==> src/design/tbuart_pkg.sv <==
// shared types and constants for the timer based uart transmitter and receiver
package tbuart_pkg;

    // field widths
    localparam int unsigned PERIOD_W   = 16;
    localparam int unsigned TX_CNT_W   = 16;
    localparam int unsigned RX_CNT_W   = 17;
    localparam int unsigned BITS_W     = 4;
    localparam int unsigned BYTE_W     = 8;
    localparam int unsigned FRAME_W    = 10;
    localparam int unsigned S_TDATA_W  = 16;
    localparam int unsigned M_TDATA_W  = 16;

    // frame and reset constants
    localparam logic [BITS_W-1:0]   TX_FRAME_BITS    = 4'd10;
    localparam logic [BITS_W-1:0]   RX_DATA_BITS     = 4'd8;
    localparam logic [PERIOD_W-1:0] BIT_PERIOD_RESET = 16'd104;

    // one input transfer, last field in the lowest bits
    typedef struct packed {
        logic [5:0]        pad;
        logic [BYTE_W-1:0] send_byte;
        logic              send_request;
        logic              rx_line;
    } in_item_t;

    // one result transfer, last field in the lowest bits
    typedef struct packed {
        logic [3:0]        pad;
        logic [BYTE_W-1:0] rx_byte;
        logic              rx_valid;
        logic              send_accepted;
        logic              tx_busy;
        logic              tx_line;
    } out_item_t;

endpackage

==> src/design/timer_based_uart_tx_rx_top.sv <==
// uart 8n1 transmitter and receiver stepped by one input transfer per tick
//
//  channel | ports                          | contents (low bit first)
//  --------+--------------------------------+-----------------------------------------------
//  in      | s_axis_tvalid/tready/tdata[15:0] | rx_line, send_request, send_byte[7:0], zero pad
//  out     | m_axis_tvalid/tready/tdata[15:0] | tx_line, tx_busy, send_accepted, rx_valid,
//          |                                | rx_byte[7:0], zero pad
//  cfg     | cfg_we, cfg_wdata[15:0]        | bit_period
//
// one transfer is taken every cycle while the input is open; its result is registered and
// leaves from the output register. a two entry output buffer (output register plus skid
// register) keeps the input open while one result waits; the input stalls only when both
// are full. all timing state advances only on an input transfer. reset is
// synchronous, active low, and loads bit_period with 104.
module timer_based_uart_tx_rx_top
    import tbuart_pkg::*;
(
    input  logic                 aclk,
    input  logic                 aresetn,
    input  logic                 cfg_we,
    input  logic [PERIOD_W-1:0]  cfg_wdata,
    input  logic                 s_axis_tvalid,
    output logic                 s_axis_tready,
    // [0] rx_line, [1] send_request, [9:2] send_byte, [15:10] zero
    input  logic [S_TDATA_W-1:0] s_axis_tdata,
    output logic                 m_axis_tvalid,
    input  logic                 m_axis_tready,
    // [0] tx_line, [1] tx_busy, [2] send_accepted, [3] rx_valid, [11:4] rx_byte, [15:12] zero
    output logic [M_TDATA_W-1:0] m_axis_tdata
);

    // configuration
    logic [PERIOD_W-1:0] bit_period_reg;

    // transmitter state
    logic [FRAME_W-1:0]  tx_shift_reg,      tx_shift_next;
    logic [BITS_W-1:0]   tx_bits_left_reg,  tx_bits_left_next;
    logic [TX_CNT_W-1:0] tx_tick_count_reg, tx_tick_count_next;
    logic                tx_active_reg,     tx_active_next;
    logic                tx_level_reg,      tx_level_next;
    logic                tx_pending_reg,    tx_pending_next;

    // receiver state
    logic                rx_hunting_reg,    rx_hunting_next;
    logic [RX_CNT_W-1:0] rx_tick_count_reg, rx_tick_count_next;
    logic [BYTE_W-1:0]   rx_shift_reg,      rx_shift_next;
    logic [BITS_W-1:0]   rx_bits_left_reg,  rx_bits_left_next;
    logic                rx_prev_level_reg;
    logic [BYTE_W-1:0]   rx_held_byte_reg,  rx_held_byte_next;

    // output buffer
    out_item_t           out_item_reg, skid_item_reg, result_next;
    logic                out_valid_reg, skid_valid_reg;

    in_item_t            in_item;
    logic                in_fire, out_fire;
    logic [PERIOD_W-1:0] period;
    logic [RX_CNT_W-1:0] rx_target;
    logic [TX_CNT_W-1:0] tx_tick_inc;
    logic [RX_CNT_W-1:0] rx_tick_inc;
    logic                accepted_next, rx_valid_next;

    assign in_item       = in_item_t'(s_axis_tdata);
    assign s_axis_tready = !skid_valid_reg;
    assign in_fire       = s_axis_tvalid && s_axis_tready;
    assign out_fire      = out_valid_reg && m_axis_tready;
    assign m_axis_tvalid = out_valid_reg;
    assign m_axis_tdata  = M_TDATA_W'(out_item_reg);

    // effective bit period, zero acts as one
    assign period    = (bit_period_reg == '0) ? PERIOD_W'(1) : bit_period_reg;
    assign rx_target = {1'b0, period} + {2'b00, period[PERIOD_W-1:1]};
    assign tx_tick_inc = tx_tick_count_reg + TX_CNT_W'(1);
    assign rx_tick_inc = rx_tick_count_reg + RX_CNT_W'(1);

    // transmitter next state
    always_comb begin
        tx_shift_next      = tx_shift_reg;
        tx_bits_left_next  = tx_bits_left_reg;
        tx_tick_count_next = tx_tick_count_reg;
        tx_active_next     = tx_active_reg;
        tx_level_next      = tx_level_reg;
        tx_pending_next    = tx_pending_reg;
        accepted_next      = 1'b0;
        if (tx_active_reg) begin
            tx_tick_count_next = tx_tick_inc;
            if (tx_tick_inc >= period) begin
                // bit boundary: line takes the pending level
                tx_tick_count_next = '0;
                tx_level_next      = tx_pending_reg;
                if (tx_bits_left_reg == '0) begin
                    tx_active_next    = 1'b0;
                    tx_bits_left_next = TX_FRAME_BITS;
                end else begin
                    tx_pending_next   = tx_shift_reg[0];
                    tx_shift_next     = {1'b1, tx_shift_reg[FRAME_W-1:1]};
                    tx_bits_left_next = tx_bits_left_reg - BITS_W'(1);
                end
            end
        end else if (in_item.send_request) begin
            // load stop bit, data and start bit
            tx_shift_next      = {1'b1, in_item.send_byte, 1'b0};
            tx_bits_left_next  = TX_FRAME_BITS;
            tx_tick_count_next = '0;
            tx_pending_next    = 1'b1;
            tx_active_next     = 1'b1;
            accepted_next      = 1'b1;
        end
    end

    // receiver next state
    always_comb begin
        rx_hunting_next    = rx_hunting_reg;
        rx_tick_count_next = rx_tick_count_reg;
        rx_shift_next      = rx_shift_reg;
        rx_bits_left_next  = rx_bits_left_reg;
        rx_held_byte_next  = rx_held_byte_reg;
        rx_valid_next      = 1'b0;
        if (rx_hunting_reg) begin
            // falling edge starts a frame
            if (rx_prev_level_reg && !in_item.rx_line) begin
                rx_hunting_next    = 1'b0;
                rx_tick_count_next = '0;
                rx_bits_left_next  = RX_DATA_BITS;
            end
        end else begin
            rx_tick_count_next = rx_tick_inc;
            if (rx_tick_inc >= ((rx_bits_left_reg >= RX_DATA_BITS) ? rx_target
                                                                   : {1'b0, period})) begin
                rx_tick_count_next = '0;
                rx_shift_next      = {in_item.rx_line, rx_shift_reg[BYTE_W-1:1]};
                rx_bits_left_next  = rx_bits_left_reg - BITS_W'(1);
                if (rx_bits_left_reg == BITS_W'(1)) begin
                    rx_held_byte_next = {in_item.rx_line, rx_shift_reg[BYTE_W-1:1]};
                    rx_bits_left_next = RX_DATA_BITS;
                    rx_hunting_next   = 1'b1;
                    rx_valid_next     = 1'b1;
                end
            end
        end
    end

    // result of this transfer
    always_comb begin
        result_next               = '0;
        result_next.tx_line       = tx_level_next;
        result_next.tx_busy       = tx_active_next;
        result_next.send_accepted = accepted_next;
        result_next.rx_valid      = rx_valid_next;
        result_next.rx_byte       = rx_held_byte_next;
    end

    // configuration register
    always_ff @(posedge aclk) begin
        if (!aresetn) begin
            bit_period_reg <= BIT_PERIOD_RESET;
        end else if (cfg_we) begin
            bit_period_reg <= cfg_wdata;
        end
    end

    // state advances on each input transfer
    always_ff @(posedge aclk) begin
        if (!aresetn) begin
            tx_shift_reg      <= '1;
            tx_bits_left_reg  <= TX_FRAME_BITS;
            tx_tick_count_reg <= '0;
            tx_active_reg     <= 1'b0;
            tx_level_reg      <= 1'b1;
            tx_pending_reg    <= 1'b1;
            rx_hunting_reg    <= 1'b1;
            rx_tick_count_reg <= '0;
            rx_shift_reg      <= '0;
            rx_bits_left_reg  <= RX_DATA_BITS;
            rx_prev_level_reg <= 1'b1;
            rx_held_byte_reg  <= '0;
        end else if (in_fire) begin
            tx_shift_reg      <= tx_shift_next;
            tx_bits_left_reg  <= tx_bits_left_next;
            tx_tick_count_reg <= tx_tick_count_next;
            tx_active_reg     <= tx_active_next;
            tx_level_reg      <= tx_level_next;
            tx_pending_reg    <= tx_pending_next;
            rx_hunting_reg    <= rx_hunting_next;
            rx_tick_count_reg <= rx_tick_count_next;
            rx_shift_reg      <= rx_shift_next;
            rx_bits_left_reg  <= rx_bits_left_next;
            rx_prev_level_reg <= in_item.rx_line;
            rx_held_byte_reg  <= rx_held_byte_next;
        end
    end

    // output register with skid register behind it
    always_ff @(posedge aclk) begin
        if (!aresetn) begin
            out_valid_reg  <= 1'b0;
            skid_valid_reg <= 1'b0;
        end else if (skid_valid_reg) begin
            if (out_fire) begin
                out_valid_reg  <= 1'b1;
                skid_valid_reg <= 1'b0;
            end
        end else if (in_fire) begin
            if (!out_valid_reg || out_fire) begin
                out_valid_reg <= 1'b1;
            end else begin
                skid_valid_reg <= 1'b1;
            end
        end else if (out_fire) begin
            out_valid_reg <= 1'b0;
        end
    end

    // output payload
    always_ff @(posedge aclk) begin
        if (skid_valid_reg) begin
            if (out_fire) begin
                out_item_reg <= skid_item_reg;
            end
        end else if (in_fire) begin
            if (!out_valid_reg || out_fire) begin
                out_item_reg <= result_next;
            end else begin
                skid_item_reg <= result_next;
            end
        end
    end

    // skid register only fills behind a full output register
    a_skid_behind_out: assert property (@(posedge aclk) disable iff (!aresetn)
        skid_valid_reg |-> out_valid_reg)
        else $error("skid register holds data while output register is empty");

    // transmit bit count stays within a frame
    a_tx_bits_range: assert property (@(posedge aclk) disable iff (!aresetn)
        tx_bits_left_reg <= TX_FRAME_BITS)
        else $error("transmit bit count out of range");

    // an accepted send leaves the transmitter busy
    a_accept_busy: assert property (@(posedge aclk) disable iff (!aresetn)
        (in_fire && accepted_next) |=> tx_active_reg)
        else $error("send accepted but transmitter not busy");

    // a completed byte returns the receiver to edge hunting
    a_rx_done_hunt: assert property (@(posedge aclk) disable iff (!aresetn)
        (in_fire && rx_valid_next) |=> (rx_hunting_reg && rx_bits_left_reg == RX_DATA_BITS))
        else $error("receiver not hunting after a completed byte");

    // idle transmitter drives mark
    a_tx_idle_mark: assert property (@(posedge aclk) disable iff (!aresetn)
        !tx_active_reg |-> (tx_level_reg && tx_pending_reg))
        else $error("idle transmitter not at mark level");

endmodule

==> config.mk <==
export PLATFORM = sky130hd
export DESIGN_NAME = timer_based_uart_tx_rx_top
export DESIGN_NICKNAME = d
export VERILOG_FILES = /design/src/design/tbuart_pkg.sv /design/src/design/timer_based_uart_tx_rx_top.sv
export SDC_FILE = /design/constraint.sdc
export NUM_CORES = 1
export LEC_CHECK = 0
export ABC_AREA = 1
export BUFFER_PORTS_ARGS = -buffer_cell sky130_fd_sc_hd__buf_2
export CORE_AREA = 2 2 137 139
export CTS_CLUSTER_DIAMETER = 50
export DETAILED_ROUTE_END_ITERATION = 7
export DIE_AREA = 0 0 139 141
export PLACE_DENSITY = 0.69
export SKIP_LAST_GASP = 1
export SYNTH_ARGS = -nofsm -noshare
export SYNTH_HDL_FRONTEND = slang
export SYNTH_SLANG_ARGS = --single-unit
==> constraint.sdc <==
create_clock -name aclk -period 5.4 [get_ports aclk]
set_clock_uncertainty 0.1 [all_clocks]
set_input_delay 0.54 -clock aclk [delete_from_list [all_inputs] [get_ports aclk]]
set_output_delay 0.54 -clock aclk [all_outputs]
set_load 0.05 [all_outputs]
==> flow_metrics.py <==
metrics = {
    "outcome": {
        "status": "finished, final reports clean",
    },
    "synth": {
        "seq_area_frac_synth_pct": 33.2,
        "yosys.area.top_type": "dfxtp_1",
        "synth_area_um2": 7480,
        "synth_edf_count": 24,
        "synth_async_sr_flop_share_pct": 0,
        "ys_types": 53,
        "yosysMostFrequentCell": "nand2_1",
        "synth_common_cells": "nand2_1, inv_1, nor2_1",
        "syn_area_per_cell_um2": 7.24,
        "netlist_instances": 1033,
        "synth_area_leaders": "dfxtp_1, nand2_1, ha_1",
        "synth_ff_type": "dfxtp_1",
        "ys_ff_latch": 112,
        "yosysWarnings": 0,
        "synth_top_area_share_pct": 23.5,
    },
    "critical_path": {
        "crit_top_cell": "nand2_1",
        "end_kind": "flip-flop",
        "worst-setup-path-type": "reg2reg",
        "critPathMaxFanout": 16,
        "crit_family": "simple AND/OR/NAND/NOR gates",
        "cpMaxStageDelayCell": "ha_1",
        "cp.required_ns": 5.43,
        "cp-start-kind": "flip-flop",
        "worstPathArrival_ns": 4.78,
        "critPathBufInv": 3,
        "max_stage_delay_ns": 0.35,
    },
    "power": {
        "power_density_nw_per_um2": 258,
        "p_clk_share_pct": 34.0,
        "p_sw_share_pct": 33.9,
        "internal_power_mw": 1.39,
        "p_leak_nw": 3.84,
        "finalPower_mw": 2.10,
        "pwr-share-seq_pct": 44.5,
        "vdd_drop_max_v": 0.000136,
        "p_switching_mw": 0.712,
        "combinationalPowerShare_pct": 21.5,
    },
    "placement": {
        "hpwlAfterDp_um": 12100,
        "io_buffers": 44,
        "gp_congestion": 0.897,
        "placed_cells": 1281,
        "dpl_cell_area_um2": 7840,
    },
    "layout": {
        "area_growth_pct": 8.90,
        "drive_gt1_share_pct": 13.5,
        "fill_cells": 1880,
        "design_area_um2": 8150,
        "layout.nets": 1158,
        "largest_reg_flops": 17,
        "diodes": 0,
        "final_cells": 1297,
    },
    "timing": {
        "tightest_slew_ns": 1.06,
        "fin_crit_sh_pct": 87.9,
        "fin_setup_tns_ns": 0,
        "holdWs_ns": 0.302,
        "period_minus_slack_ns": 4.74,
        "rsz0062_at_grt": "false",
        "max_clock_freq_mhz": 211,
        "finalSetupViolCount": 0,
        "hold_viol": 0,
        "slew_violations": 0,
        "slew_headroom_pct": 29.3,
    },
    "global_routing": {
        "grt_pass1_wl_um": 27300,
        "grt_max_degree": 45,
        "grt_use_total_pct": 16.8,
        "grt_pass1_vias": 5804,
        "antenna_found_initial": 0,
        "overflow": 0,
    },
    "floorplan": {
        "fp.dieW_um": 139,
        "rows": 50,
        "io_pins": 55,
        "dieHeight_um": 141,
        "core_um2": 18300,
        "start_util_pct": 41.0,
        "fp.dieArea_um2": 19600,
    },
    "drt": {
        "routed_wl_um": 16200,
        "drcViolationCount": 0,
        "avgViaCountPerCell": 4.95,
        "drt_first_iter_violations": 350,
        "dr.pass1.iters": 5,
        "ant_nets": 0,
        "num_vias": 6425,
        "routedWlPerCell_um": 12.5,
    },
    "clock_network": {
        "clkTransAtPathRegs_ns": 0.08,
        "cts_max_level": 3,
        "clk_latency_ns": 0.38,
        "cts_tree": "done",
        "cts_root_buffer": "clkbuf_16",
        "cts.sinks": 112,
        "cts_made_buffers": 9,
        "cts_hold_buf": 0,
        "cts_buffer_depth": 2,
    },
    "job": {
        "drv_cap": 0,
    },
    "hold_path": {
        "min_path_type": "in2reg",
    },
}
==> routing by layer <==
metal | wire, µm | GRT usage, %
met1 | 7810 | 22.5
met2 | 7630 | 28.3
met3 | 498 | 2.68
met4 | 272 | 5.00
met5 | 0 | 0
==> area by class of cell <==
cell class	count	area, µm²	share of cell area [%]
tap	234	293	3.59
multi-input combinational	772	4370	53.6
timing repair buffer	50	265	3.26
sequential	112	2480	30.5
clock inverter	7	86.3	1.06
clock buffer	9	225	2.76
inverter	113	430	5.28
==> worst reg2reg max path: cells and delay by family (launching register included) <==
| family | cells | cell delay, ns |
|---|---|---|
| simple gates | 20 | 2.61 |
| buf+inv | 3 | 0.38 |
| fa+ha+maj | 3 | 0.81 |
| compound gates | 2 | 0.27 |
| flops | 1 | 0.34 |
==> final timing paths <==
path | slack, ns | startpoint | end | depth (start not counted)
worst max-delay path | 0.66 | bit_period_reg[14] | m_axis_tdata[4] | 28
worst min-delay path | 0.30 | cfg_wdata[5] | bit_period_reg[5] | 3
worst max register to register | 0.66 | bit_period_reg[14] | m_axis_tdata[4] | 28
worst min register to register | 0.36 | tx_shift_reg[0] | tx_shift_reg[0] | 2
==> through the flow <==
step / util [%] / setup WS [ns]
5_1_grt: 44.6 / 0.122
6_report: 44.6 / 0.656
4_1_cts: 44.6 / 0.429
3_5_place_dp: 42.9 / 0.438
3_3_place_gp: 42.9 / 0.510
2_1_floorplan: - / 1.33
==> power groups by stage <==
stage | Clock [mW] | Combinational (mW) | Sequential (mW)
after floorplan | 0 | 0.332 | 0.978
after global placement | 0 | 0.443 | 0.955
after detailed placement | 0 | 0.451 | 0.957
after CTS | 0.731 | 0.454 | 0.937
after global routing | 0.758 | 0.516 | 0.944
final | 0.714 | 0.453 | 0.937
==> cell families after synthesis <==
| kind of cell | Yosys count | share of synthesized area (%) |
|---|---|---|
| compound gates | 147 | 11.2 |
| xor+xnor | 33 | 4.26 |
| fa+ha+maj | 63 | 10.6 |
| buf+inv | 152 | 8.70 |
| flops | 112 | 33.2 |
| other cells | 1 | 0.0501 |
| simple gates | 525 | 32.0 |
==> repair_timing <==
item / CTS / global route
resized for setup: 0 / 1
endpoints found under the setup margin: 0 / 4
setup buffers: 0 / 0
==> layout by cell type, fill, tap and decap left out, types with 5 or more instances in the layout <==
| cell | count |
|---|---|
| nand2_1 | 276 |
| inv_1 | 101 |
| nor2_1 | 97 |
| dfxtp_1 | 88 |
| nand3_1 | 70 |
| a21oi_1 | 64 |
| ha_1 | 62 |
| o21ai_0 | 49 |
| buf_2 | 44 |
| edfxtp_1 | 24 |
| nand4_1 | 23 |
| xor2_1 | 21 |
| nand3_2 | 14 |
| a21oi_2 | 13 |
| inv_2 | 9 |
| clkbuf_16 | 9 |
| xnor2_1 | 8 |
| nor2_2 | 7 |
| nor3_1 | 7 |
| or2_2 | 6 |
| buf_4 | 6 |
| nand2_2 | 5 |
No activity file was read; power rests on OpenSTA's default activity.
